File: config.mk
export PLATFORM = sky130hd
export DESIGN_NAME = circular_doubly_linked_list_engine_flat
export DESIGN_NICKNAME = d
export VERILOG_FILES = /design/src/design/cdll_pkg.sv /design/src/design/cdll_ifs.sv /design/src/design/cdll_ctrl.sv /design/src/design/cdll_dp.sv /design/src/design/circular_doubly_linked_list_engine.sv /design/src/flat_wrapper.sv
export SDC_FILE = /design/constraint.sdc
export NUM_CORES = 1
export LEC_CHECK = 0
export BUFFER_PORTS_ARGS = -buffer_cell sky130_fd_sc_hd__clkbuf_2
export CELL_PAD_IN_SITES_DETAIL_PLACEMENT = 0
export CELL_PAD_IN_SITES_GLOBAL_PLACEMENT = 1
export CORE_MARGIN = 1
export CORE_UTILIZATION = 54
export DETAILED_ROUTE_END_ITERATION = 6
export PLACE_DENSITY_LB_ADDON = 0.3
export SYNTH_ARGS = -nofsm -noshare
export SYNTH_HDL_FRONTEND = slang
export SYNTH_SLANG_ARGS = --single-unit
File: constraint.sdc
create_clock -name i_clk -period 6.44 [get_ports i_clk]
set_input_delay 0.966 -clock i_clk [delete_from_list [all_inputs] [get_ports i_clk]]
set_output_delay 0.966 -clock i_clk [all_outputs]
set_load 0.02 [all_outputs]
File: src/design/cdll_pkg.sv
// ============================================================================
// cdll_pkg: shared types for the circular doubly linked list engine
// Request and status codes, controller states, and the command and status
// groups that join the controller and the datapath.
// ============================================================================
`default_nettype none

package cdll_pkg;

    // request codes
    typedef enum logic [2:0] {
        F_PUSH_FRONT = 3'd0,
        F_PUSH_BACK  = 3'd1,
        F_POP_FRONT  = 3'd2,
        F_POP_BACK   = 3'd3,
        F_READ_AT    = 3'd4,
        F_ERASE_AT   = 3'd5,
        F_SIZE       = 3'd6,
        F_CLEAR      = 3'd7
    } t_func;

    // result status codes
    typedef enum logic [1:0] {
        ST_OK    = 2'd0,
        ST_EMPTY = 2'd1,
        ST_RANGE = 2'd2,
        ST_FULL  = 2'd3
    } t_status;

    // controller states
    typedef enum logic [3:0] {
        S_IDLE,
        S_DECODE,
        S_ALLOC,
        S_INS_A,
        S_INS_B,
        S_TAIL,
        S_WALK,
        S_STEP,
        S_GET,
        S_RM_RD,
        S_RM_WR,
        S_FIN
    } t_state;

    // controller to datapath
    typedef struct packed {
        logic    load_req;   // capture request, start slot at head
        logic    rd_head;    // link/value read at head instead of current slot
        logic    set_stat;   // record an error status
        t_status stat;
        logic    alloc;      // pick a free slot
        logic    ins_a;      // write the new node
        logic    ins_b;      // splice neighbors onto the new node
        logic    take_tail;  // current slot <= prev of head
        logic    step;       // current slot <= next, walk count down
        logic    get_val;    // result <= value of current slot
        logic    rem;        // unlink and free current slot
        logic    clear;      // drop every node
        logic    load_out;   // move result into the output register
    } t_dp_cmd;

    // datapath to controller
    typedef struct packed {
        t_func func;
        logic  cnt_zero;
        logic  cnt_full;
        logic  pos_oor;
        logic  walk_zero;
        logic  out_busy;
    } t_dp_status;

endpackage

`default_nettype wire

File: src/design/cdll_ifs.sv
// ============================================================================
// cdll request and response channels
// Valid/ready channels carrying one request beat and one response beat.
// ============================================================================
`default_nettype none

interface cdll_req_if;
    logic               valid;
    logic               ready;
    logic        [2:0]  func;
    logic signed [31:0] item_value;
    logic        [3:0]  position;

    modport source (output valid, output func, output item_value, output position,
                    input ready);
    modport sink   (input valid, input func, input item_value, input position,
                    output ready);
endinterface

interface cdll_rsp_if;
    logic               valid;
    logic               ready;
    logic signed [31:0] result_value;
    logic        [4:0]  element_count;
    logic        [1:0]  status;

    modport source (output valid, output result_value, output element_count,
                    output status, input ready);
    modport sink   (input valid, input result_value, input element_count,
                    input status, output ready);
endinterface

`default_nettype wire

File: src/design/cdll_ctrl.sv
// ============================================================================
// cdll_ctrl: request sequencer
// Steps each request through decode, slot allocation, link walk, unlink
// and result hand-off by issuing commands to the datapath.
// ============================================================================
`default_nettype none

module cdll_ctrl (
    input  wire                  i_clk,
    input  wire                  i_rst_n,
    input  wire                  i_req_valid,
    output logic                 o_req_ready,
    input  cdll_pkg::t_dp_status i_stat,
    output cdll_pkg::t_dp_cmd    o_cmd
);

    cdll_pkg::t_state r_state, n_state;

    // state register
    always_ff @(posedge i_clk) begin
        if (!i_rst_n) begin
            r_state <= cdll_pkg::S_IDLE;
        end else begin
            r_state <= n_state;
        end
    end

    // next state
    always_comb begin
        n_state = r_state;
        unique case (r_state)
            cdll_pkg::S_IDLE: begin
                if (i_req_valid) n_state = cdll_pkg::S_DECODE;
            end
            cdll_pkg::S_DECODE: begin
                unique case (i_stat.func)
                    cdll_pkg::F_PUSH_FRONT, cdll_pkg::F_PUSH_BACK: begin
                        n_state = i_stat.cnt_full ? cdll_pkg::S_FIN : cdll_pkg::S_ALLOC;
                    end
                    cdll_pkg::F_POP_FRONT: begin
                        n_state = i_stat.cnt_zero ? cdll_pkg::S_FIN : cdll_pkg::S_RM_WR;
                    end
                    cdll_pkg::F_POP_BACK: begin
                        n_state = i_stat.cnt_zero ? cdll_pkg::S_FIN : cdll_pkg::S_TAIL;
                    end
                    cdll_pkg::F_READ_AT, cdll_pkg::F_ERASE_AT: begin
                        if (i_stat.cnt_zero || i_stat.pos_oor) n_state = cdll_pkg::S_FIN;
                        else n_state = cdll_pkg::S_WALK;
                    end
                    default: begin
                        n_state = cdll_pkg::S_FIN;
                    end
                endcase
            end
            cdll_pkg::S_ALLOC: n_state = cdll_pkg::S_INS_A;
            cdll_pkg::S_INS_A: begin
                n_state = i_stat.cnt_zero ? cdll_pkg::S_FIN : cdll_pkg::S_INS_B;
            end
            cdll_pkg::S_INS_B: n_state = cdll_pkg::S_FIN;
            cdll_pkg::S_TAIL:  n_state = cdll_pkg::S_RM_RD;
            cdll_pkg::S_WALK: begin
                if (!i_stat.walk_zero) n_state = cdll_pkg::S_STEP;
                else if (i_stat.func == cdll_pkg::F_READ_AT) n_state = cdll_pkg::S_GET;
                else n_state = cdll_pkg::S_RM_WR;
            end
            cdll_pkg::S_STEP:  n_state = cdll_pkg::S_WALK;
            cdll_pkg::S_GET:   n_state = cdll_pkg::S_FIN;
            cdll_pkg::S_RM_RD: n_state = cdll_pkg::S_RM_WR;
            cdll_pkg::S_RM_WR: n_state = cdll_pkg::S_FIN;
            cdll_pkg::S_FIN: begin
                if (!i_stat.out_busy) n_state = cdll_pkg::S_IDLE;
            end
            default: n_state = cdll_pkg::S_IDLE;
        endcase
    end

    // command outputs
    always_comb begin
        o_cmd       = '0;
        o_cmd.stat  = cdll_pkg::ST_OK;
        o_req_ready = 1'b0;
        unique case (r_state)
            cdll_pkg::S_IDLE: begin
                o_req_ready    = 1'b1;
                o_cmd.load_req = i_req_valid;
            end
            cdll_pkg::S_DECODE: begin
                o_cmd.rd_head = 1'b1;
                unique case (i_stat.func)
                    cdll_pkg::F_PUSH_FRONT, cdll_pkg::F_PUSH_BACK: begin
                        o_cmd.set_stat = i_stat.cnt_full;
                        o_cmd.stat     = cdll_pkg::ST_FULL;
                    end
                    cdll_pkg::F_POP_FRONT, cdll_pkg::F_POP_BACK: begin
                        o_cmd.set_stat = i_stat.cnt_zero;
                        o_cmd.stat     = cdll_pkg::ST_EMPTY;
                    end
                    cdll_pkg::F_READ_AT, cdll_pkg::F_ERASE_AT: begin
                        o_cmd.set_stat = i_stat.cnt_zero || i_stat.pos_oor;
                        o_cmd.stat     = i_stat.cnt_zero ? cdll_pkg::ST_EMPTY
                                                         : cdll_pkg::ST_RANGE;
                    end
                    cdll_pkg::F_CLEAR: begin
                        o_cmd.clear = 1'b1;
                    end
                    default: begin
                    end
                endcase
            end
            cdll_pkg::S_ALLOC: begin
                o_cmd.rd_head = 1'b1;
                o_cmd.alloc   = 1'b1;
            end
            cdll_pkg::S_INS_A: o_cmd.ins_a     = 1'b1;
            cdll_pkg::S_INS_B: o_cmd.ins_b     = 1'b1;
            cdll_pkg::S_TAIL:  o_cmd.take_tail = 1'b1;
            cdll_pkg::S_WALK: begin
            end
            cdll_pkg::S_STEP:  o_cmd.step      = 1'b1;
            cdll_pkg::S_GET:   o_cmd.get_val   = 1'b1;
            cdll_pkg::S_RM_RD: begin
            end
            cdll_pkg::S_RM_WR: o_cmd.rem       = 1'b1;
            cdll_pkg::S_FIN:   o_cmd.load_out  = !i_stat.out_busy;
            default: begin
            end
        endcase
    end

endmodule

`default_nettype wire

File: src/design/cdll_dp.sv
// ============================================================================
// cdll_dp: list datapath
// Node value and link memories, a free-slot stack with a fresh-slot
// counter, head and count registers, and the output register.
// ============================================================================
`default_nettype none

module cdll_dp #(
    parameter int CAPACITY = 16
) (
    input  wire                  i_clk,
    input  wire                  i_rst_n,
    input  cdll_pkg::t_dp_cmd    i_cmd,
    output cdll_pkg::t_dp_status o_stat,
    input  wire  [2:0]           i_func,
    input  wire  signed [31:0]   i_item_value,
    input  wire  [3:0]           i_position,
    input  wire                  i_out_ready,
    output logic                 o_out_valid,
    output logic signed [31:0]   o_result_value,
    output logic [4:0]           o_element_count,
    output logic [1:0]           o_status
);

    localparam int SLOT_W = (CAPACITY > 1) ? $clog2(CAPACITY) : 1;
    localparam int CNT_W  = $clog2(CAPACITY + 1);
    localparam int CMP_W  = (CNT_W > 5) ? CNT_W : 5;

    // node storage
    logic signed [31:0]  m_val  [CAPACITY];
    logic [SLOT_W-1:0]   m_next [CAPACITY];
    logic [SLOT_W-1:0]   m_prev [CAPACITY];
    logic [SLOT_W-1:0]   m_free [CAPACITY];

    // request and list state
    cdll_pkg::t_func     r_func;
    logic signed [31:0]  r_value;
    logic [3:0]          r_pos;
    logic [3:0]          r_walk;
    logic [SLOT_W-1:0]   r_head, r_slot, r_tail;
    logic [CNT_W-1:0]    r_count, r_fresh, r_fsp;
    logic signed [31:0]  r_res;
    cdll_pkg::t_status   r_stat;

    // registered read data
    logic signed [31:0]  r_val_rd;
    logic [SLOT_W-1:0]   r_next_rd, r_prev_rd, r_free_rd;

    logic [SLOT_W-1:0]   rd_addr, fsp_m1, new_slot;
    logic                single;
    logic [CMP_W-1:0]    cnt_ext, pos_ext;
    logic [CNT_W-1:0]    fsp_dec;

    assign rd_addr  = i_cmd.rd_head ? r_head : r_slot;
    assign fsp_dec  = r_fsp - CNT_W'(1);
    assign fsp_m1   = fsp_dec[SLOT_W-1:0];
    assign single   = (r_count == '0);
    assign new_slot = (r_fsp != '0) ? r_free_rd : r_fresh[SLOT_W-1:0];
    assign cnt_ext  = CMP_W'(r_count);
    assign pos_ext  = CMP_W'(r_pos);

    // status to the controller
    always_comb begin
        o_stat.func      = r_func;
        o_stat.cnt_zero  = single;
        o_stat.cnt_full  = (r_count == CNT_W'(CAPACITY));
        o_stat.pos_oor   = (pos_ext >= cnt_ext);
        o_stat.walk_zero = (r_walk == '0);
        o_stat.out_busy  = o_out_valid && !i_out_ready;
    end

    // memory reads, registered: node memories at rd_addr, free stack at its top
    always_ff @(posedge i_clk) begin
        r_val_rd  <= m_val[rd_addr];
        r_next_rd <= m_next[rd_addr];
        r_prev_rd <= m_prev[rd_addr];
        r_free_rd <= m_free[fsp_m1];
    end

    // value memory write
    always_ff @(posedge i_clk) begin
        if (i_cmd.ins_a) m_val[r_slot] <= r_value;
    end

    // next link write
    always_ff @(posedge i_clk) begin
        if (i_cmd.ins_a) m_next[r_slot] <= single ? r_slot : r_head;
        else if (i_cmd.ins_b) m_next[r_tail] <= r_slot;
        else if (i_cmd.rem) m_next[r_prev_rd] <= r_next_rd;
    end

    // prev link write
    always_ff @(posedge i_clk) begin
        if (i_cmd.ins_a) m_prev[r_slot] <= single ? r_slot : r_prev_rd;
        else if (i_cmd.ins_b) m_prev[r_head] <= r_slot;
        else if (i_cmd.rem) m_prev[r_next_rd] <= r_prev_rd;
    end

    // free stack push
    always_ff @(posedge i_clk) begin
        if (i_cmd.rem) m_free[r_fsp[SLOT_W-1:0]] <= r_slot;
    end

    // request capture and working registers
    always_ff @(posedge i_clk) begin
        if (i_cmd.load_req) begin
            r_func  <= cdll_pkg::t_func'(i_func);
            r_value <= i_item_value;
            r_pos   <= i_position;
            r_walk  <= i_position;
            r_slot  <= r_head;
            r_res   <= '0;
            r_stat  <= cdll_pkg::ST_OK;
        end
        if (i_cmd.set_stat) r_stat <= i_cmd.stat;
        if (i_cmd.alloc) r_slot <= new_slot;
        if (i_cmd.ins_a) r_tail <= r_prev_rd;
        if (i_cmd.take_tail) r_slot <= r_prev_rd;
        if (i_cmd.step) begin
            r_slot <= r_next_rd;
            r_walk <= r_walk - 4'd1;
        end
        if (i_cmd.get_val || i_cmd.rem) r_res <= r_val_rd;
    end

    // head, count and slot allocator
    always_ff @(posedge i_clk) begin
        if (!i_rst_n) begin
            r_head  <= '0;
            r_count <= '0;
            r_fresh <= '0;
            r_fsp   <= '0;
        end else begin
            if (i_cmd.clear) begin
                r_head  <= '0;
                r_count <= '0;
                r_fresh <= '0;
                r_fsp   <= '0;
            end
            if (i_cmd.alloc) begin
                if (r_fsp != '0) r_fsp <= fsp_dec;
                else r_fresh <= r_fresh + CNT_W'(1);
            end
            if (i_cmd.ins_a && single) begin
                r_head  <= r_slot;
                r_count <= r_count + CNT_W'(1);
            end
            if (i_cmd.ins_b) begin
                if (r_func == cdll_pkg::F_PUSH_FRONT) r_head <= r_slot;
                r_count <= r_count + CNT_W'(1);
            end
            if (i_cmd.rem) begin
                r_fsp   <= r_fsp + CNT_W'(1);
                r_count <= r_count - CNT_W'(1);
                if (r_count == CNT_W'(1)) r_head <= '0;
                else if (r_slot == r_head) r_head <= r_next_rd;
            end
        end
    end

    // output register
    always_ff @(posedge i_clk) begin
        if (!i_rst_n) begin
            o_out_valid <= 1'b0;
        end else if (i_cmd.load_out) begin
            o_out_valid <= 1'b1;
        end else if (i_out_ready) begin
            o_out_valid <= 1'b0;
        end
    end

    always_ff @(posedge i_clk) begin
        if (i_cmd.load_out) begin
            o_result_value  <= r_res;
            o_element_count <= cnt_ext[4:0];
            o_status        <= r_stat;
        end
    end

endmodule

`default_nettype wire

File: src/design/circular_doubly_linked_list_engine.sv
// ============================================================================
// circular_doubly_linked_list_engine: bounded circular linked list
// Push, pop, indexed read and erase, size and clear on a list of up to
// CAPACITY signed 32-bit values held in slot memories.
// ============================================================================
//
//  channel  dir  beat contents                           handshake
//  i_req    in   func, item_value, position              valid/ready
//  o_rsp    out  result_value, element_count, status     valid/ready
//
//  One request at a time. Size, clear and errors go from decode to the
//  result; push allocates and writes a node, then splices neighbors if
//  the list was not empty; pop front unlinks the head, pop back the tail;
//  read/erase at p walk p next links through the registered link read.
//  Reset clears head, count and the slot allocator at once; no sweep.
//  A held output beat does not block acceptance of the next request.
`default_nettype none

module circular_doubly_linked_list_engine #(
    parameter int CAPACITY = 16
) (
    input  wire        i_clk,
    input  wire        i_rst_n,
    cdll_req_if.sink   i_req,
    cdll_rsp_if.source o_rsp
);

    cdll_pkg::t_dp_cmd    cmd;
    cdll_pkg::t_dp_status stat;
    logic                 req_ready;

    assign i_req.ready = req_ready;

    // sequencer
    cdll_ctrl u_ctrl (
        .i_clk       (i_clk),
        .i_rst_n     (i_rst_n),
        .i_req_valid (i_req.valid),
        .o_req_ready (req_ready),
        .i_stat      (stat),
        .o_cmd       (cmd)
    );

    // storage and output
    cdll_dp #(.CAPACITY(CAPACITY)) u_dp (
        .i_clk           (i_clk),
        .i_rst_n         (i_rst_n),
        .i_cmd           (cmd),
        .o_stat          (stat),
        .i_func          (i_req.func),
        .i_item_value    (i_req.item_value),
        .i_position      (i_req.position),
        .i_out_ready     (o_rsp.ready),
        .o_out_valid     (o_rsp.valid),
        .o_result_value  (o_rsp.result_value),
        .o_element_count (o_rsp.element_count),
        .o_status        (o_rsp.status)
    );

endmodule

`default_nettype wire

File: src/flat_wrapper.sv
// flat-port wrapper written by rule: the top's interface ports become plain ports
module circular_doubly_linked_list_engine_flat 
#(
    parameter int CAPACITY = 16
)
  (i_clk, i_rst_n, i_req_valid, i_req_func, i_req_item_value, i_req_position, i_req_ready, o_rsp_valid, o_rsp_result_value, o_rsp_element_count, o_rsp_status, o_rsp_ready);
  cdll_req_if i_req_i ();
  cdll_rsp_if o_rsp_i ();
  input  wire i_clk;
  input  wire i_rst_n;
  input wire logic [$bits(i_req_i.valid)-1:0] i_req_valid;
  input wire logic [$bits(i_req_i.func)-1:0] i_req_func;
  input wire logic [$bits(i_req_i.item_value)-1:0] i_req_item_value;
  input wire logic [$bits(i_req_i.position)-1:0] i_req_position;
  output wire logic [$bits(i_req_i.ready)-1:0] i_req_ready;
  output wire logic [$bits(o_rsp_i.valid)-1:0] o_rsp_valid;
  output wire logic [$bits(o_rsp_i.result_value)-1:0] o_rsp_result_value;
  output wire logic [$bits(o_rsp_i.element_count)-1:0] o_rsp_element_count;
  output wire logic [$bits(o_rsp_i.status)-1:0] o_rsp_status;
  input wire logic [$bits(o_rsp_i.ready)-1:0] o_rsp_ready;
  assign i_req_i.valid = i_req_valid;
  assign i_req_i.func = i_req_func;
  assign i_req_i.item_value = i_req_item_value;
  assign i_req_i.position = i_req_position;
  assign i_req_ready = i_req_i.ready;
  assign o_rsp_valid = o_rsp_i.valid;
  assign o_rsp_result_value = o_rsp_i.result_value;
  assign o_rsp_element_count = o_rsp_i.element_count;
  assign o_rsp_status = o_rsp_i.status;
  assign o_rsp_i.ready = o_rsp_ready;
  circular_doubly_linked_list_engine #(.CAPACITY(CAPACITY)) u_core (.i_clk(i_clk), .i_rst_n(i_rst_n), .i_req(i_req_i), .o_rsp(o_rsp_i));
endmodule
==> summary.md <==
| Metric | Value |
|---|---|
| Unrepaired setup endpoints after global routing | `no` |
| WS Path Type | `flop to flop` |
| Die X | `253.8 um` |
| Max Cap Viol | `0` |
| Critical Path Source Type | `flop` |
| Synth area leader | `edfxtp_1` |
| IO Count | `84` |
| Most common cell in the netlist | `edfxtp_1` |
| GR Util met2 | `37.74%` |
| Tcrit/Tclk final | `64.45%` |
| PostCTS Resize Cnt | `0` |
| Post-synth EDFFs | `~830` |
| Via count | `between 15k and 20k` |
| Global-route wire length before repair | `~110000 um` |
| Die Height | `253.8 um` |
| Main synth FF type | `edfxtp_1` |
| Starting Density | `55.06%` |
| F_max | `~240 MHz` |
| Post-route ant nets | `0` |
| Worst Path Required | `6.95 ns` |
| Worst-path clk slew | `0.06 ns` |
| Syn Area/Cell | `between 15 and 20 sq um` |
| Hold_sp | `u_core.u_dp.r_res[22]` |
| PwrDens | `461.2 nW/um^2` |
| Comb power frac | `26.7%` |
| Number of global-route vias before repair | `17.82k` |
| Post-DP HPWL | `40560 um` |
| Worst r2r dst | `u_core.u_dp.r_val_rd[27]` |
| Core outline area | `between 60000 and 70000 sq um` |
| Port Buffers | `83` |
| Synth top cells by count | `edfxtp_1, mux2i_1, o22ai_1, nor2_1, nand2_1` |
| Top cells by area, synth | `edfxtp_1, mux2i_1, dfxtp_1` |
| Total Routing Usage GR | `between 20% and 30%` |
| Die area | `64390 sq um` |
| Largest net degree at the start of global routing | `124` |
| Clock root buffer | `clkbuf_16` |
| Max stage delay on crit path | `0.79 ns` |
| Final worst slack | `about 2.3 ns` |
| Wire per inst | `25.39 um` |
| Slowest cell on the critical path | `mux2i_4` |
| Internal power | `12300 uW` |
| Setup_tns | `0 ns` |
| Area of the mapped netlist | `34230 sq um` |
| R2r setup slk | `about 2.3 ns` |
| RR Startpoint | `u_core.u_ctrl.r_state[1]` |
| Worst skew pair latency | `0.64 ns` |
| R2r worst-path depth | `7` |
| Post-CTS repair timing setup buffer count | `0` |
| Routability cong. | `0.8173` |
| Hold depth | `0` |
| Synth warn | `0` |
| Area growth, synth to finish | `13.20%` |
| Seq pwr share | `44.4%` |
| Psw | `roughly 5600 uW` |
| Met1 usage | `about a third` |
| Min cycle time layout | `4.150 ns` |
| CP Max Fanout | `approximately 120` |
| Critical path arrival | `4.66 ns` |
| Antenna violations before repair | `1` |
| Worst Skew | `0.02685 ns` |
| Row cnt | `slightly above 90` |
| Clock share of power | `28.9%` |
| Rel. slew slack | `between 30% and 40%` |
| FF+latch count, synth | `895` |
| Outcome | `completed` |
| Mapped Cells | `1979` |
| Residual DRC count | `0` |
| Htree depth | `3` |
| CP cell instances | `and2b_1 -> o21a_1 -> mux2i_4 -> buf_12 -> mux2i_1 -> o22ai_1 -> or4_1` |
| Synth top area share | `72.64%` |
| Min-delay worst type | `flop to flop` |
| CTS Hold Bufs | `0` |
| Worst slew pin tran | `between 0.9 and 1 ns` |
| Nets | `2157` |
| Clk sink count | `895` |
| Endpoints failing setup | `0` |
| Longest Clk Path Bufs | `3` |
| CTS tree | `built` |
| DRT iter0 DRCs | `approximately 1.8k` |
| Total gr overflow | `0` |
| Pre-CTS setup slack | `2.387 ns` |
| Total detailed-routing wirelength | `76440 um` |
| Switching Fraction | `31.17%` |
| Slew Viols, Final | `0` |
| Critical path capture point type | `flop` |
| Syn Nets | `2037` |
| Fraction of layout cells with a size suffix above 1 | `15.37%` |
| GRT met3 Usage | `approximately 4.8%` |
| Yosys cell types | `59` |
| Vias per cell | `6.013` |
| Leakage | `0.01403 uW` |
| CTS buffer count | `90` |
| TritonRoute pass-1 iters | `5` |
| Most used routing layer | `met2` |
| Final Hold Viols | `0` |
| Hold Path End | `u_core.u_dp.o_result_value[22]` |
| Post-synth ARST share | `0%` |
| Worst VDD drop | `0.0003322 V` |
| Sequential share of the synthesized area | `76.56%` |
-- how the worst max path moves through the flow --
stage	cells after the start	to	slack (ns)	start
floorplan	5	u_core.u_dp.m_val[1][0]	1.58	u_core.u_ctrl.r_state[0]
global placement	7	u_core.u_dp.r_val_rd[22]	2.49	u_core.u_ctrl.r_state[1]
detailed placement	7	u_core.u_dp.r_val_rd[23]	2.39	u_core.u_ctrl.r_state[1]
CTS	7	u_core.u_dp.r_val_rd[28]	2.37	u_core.u_ctrl.r_state[1]
global route	7	u_core.u_dp.r_val_rd[27]	2.15	u_core.u_ctrl.r_state[1]
finish	7	u_core.u_dp.r_val_rd[27]	2.29	u_core.u_ctrl.r_state[1]
-- layout make-up --
cell class                      count  area (sq um)
Antenna cell                        1         2.502
Clock buffer                      118          2459
Clock inverter                     48         498.0
Fill cell                        4442         23420
Inverter                           18         67.56
Multi-Input combinational cell    962          7644
Sequential cell                   895         26210
Tap cell                          837          1047
Timing Repair Buffer              132         820.8
-- layer usage --
| layer | wire length, um | part of all wire [%] | vias up |
|---|---|---|---|
| met3 | 4989 | 6.5 | 130 |
| met5 | 13 | 0.017 | - |
| li1 | - | - | 8093 |
| met1 | 33620 | 44 | 9274 |
| met2 | 36060 | 47 | 607 |
| met4 | 1752 | 2.3 | 2 |
-- cell usage in the layout, fill, tap and decap left out, drive strengths merged, types with 3 or more instances in the layout --
cell type / count
nor2b: 5
buf: 49
o221ai: 5
and2: 33
clkinvlp: 4
a31o: 5
mux2i: 339
xnor2: 7
inv: 21
a21o: 4
clkinv: 33
a221oi: 4
o31ai: 3
a31oi: 9
xor2: 4
mux2: 6
o21ai: 26
and3: 4
nand2b: 11
dfxtp: 67
nand3: 14
bufinv: 8
nor4: 3
ha: 15
o22ai: 162
nand2: 76
clkbuf: 201
nor2: 80
o211ai: 9
or4: 40
nand4: 7
a21oi: 17
o21a: 7
nor3: 18
mux4: 21
a21boi: 3
edfxtp: 828
nor4b: 5
-- critical path: cells and delay by family, from the launching register on --
kind | cells | cell delay (ns)
compound gates | 2 | 0.51
mux | 2 | 1.07
flops | 1 | 0.78
simple gates | 2 | 0.77
buf+inv | 1 | 0.64
-- per-stage QoR --
step | total power [uW] | instance area [sq um] | hold slack [ns] | utilization [%] | instances
6_report | 17870 | 38740 | 0.4153 | 62.32 | 3011
3_3_place_gp | 12660 | 35780 | 0.4017 | 57.56 | 2844
4_1_cts | 17920 | 38740 | 0.4188 | 62.32 | 3010
2_1_floorplan | 11230 | 34230 | 0.4003 | - | 1979
5_1_grt | 18540 | 38740 | 0.4244 | 62.32 | 3010
3_5_place_dp | 12790 | 35780 | 0.4045 | 57.56 | 2844
-- power groups by stage --
stage	Combinational (uW)	Sequential (uW)	Clock, uW
after floorplan	3410	7820	0
after global placement	4660	8000	0
after detailed placement	4770	8020	0
after CTS	4770	7910	5240
after global routing	5110	7980	5460
final	4770	7930	5170
-- flip-flops by register name, summed over array words and instances, names as in the netlist, 5 cells and up --
signal,cells
u_core.u_dp.o_result_value,32
u_core.u_dp.r_value,32
u_core.u_dp.m_val,512
u_core.u_dp.m_free,64
u_core.u_dp.m_next,64
u_core.u_dp.r_fsp,5
u_core.u_dp.m_prev,64
u_core.u_dp.r_res,32
u_core.u_dp.cnt_ext,5
u_core.u_dp.r_val_rd,32
u_core.u_dp.o_element_count,5
-- cell families after synthesis --
kind of cell | count (synthesis) | share of synthesized area [%]
multiplexers | 366 | 11.50
AO/OA/AOI/OAI | 263 | 4.909
AND/OR/NAND/NOR | 307 | 4.632
buffers and inverters | 122 | 1.561
flip-flops | 895 | 76.56
adder cells (fa/ha/maj) | 15 | 0.5483
XOR/XNOR | 11 | 0.2815
Note: power is estimated with default switching activity, not from simulation.
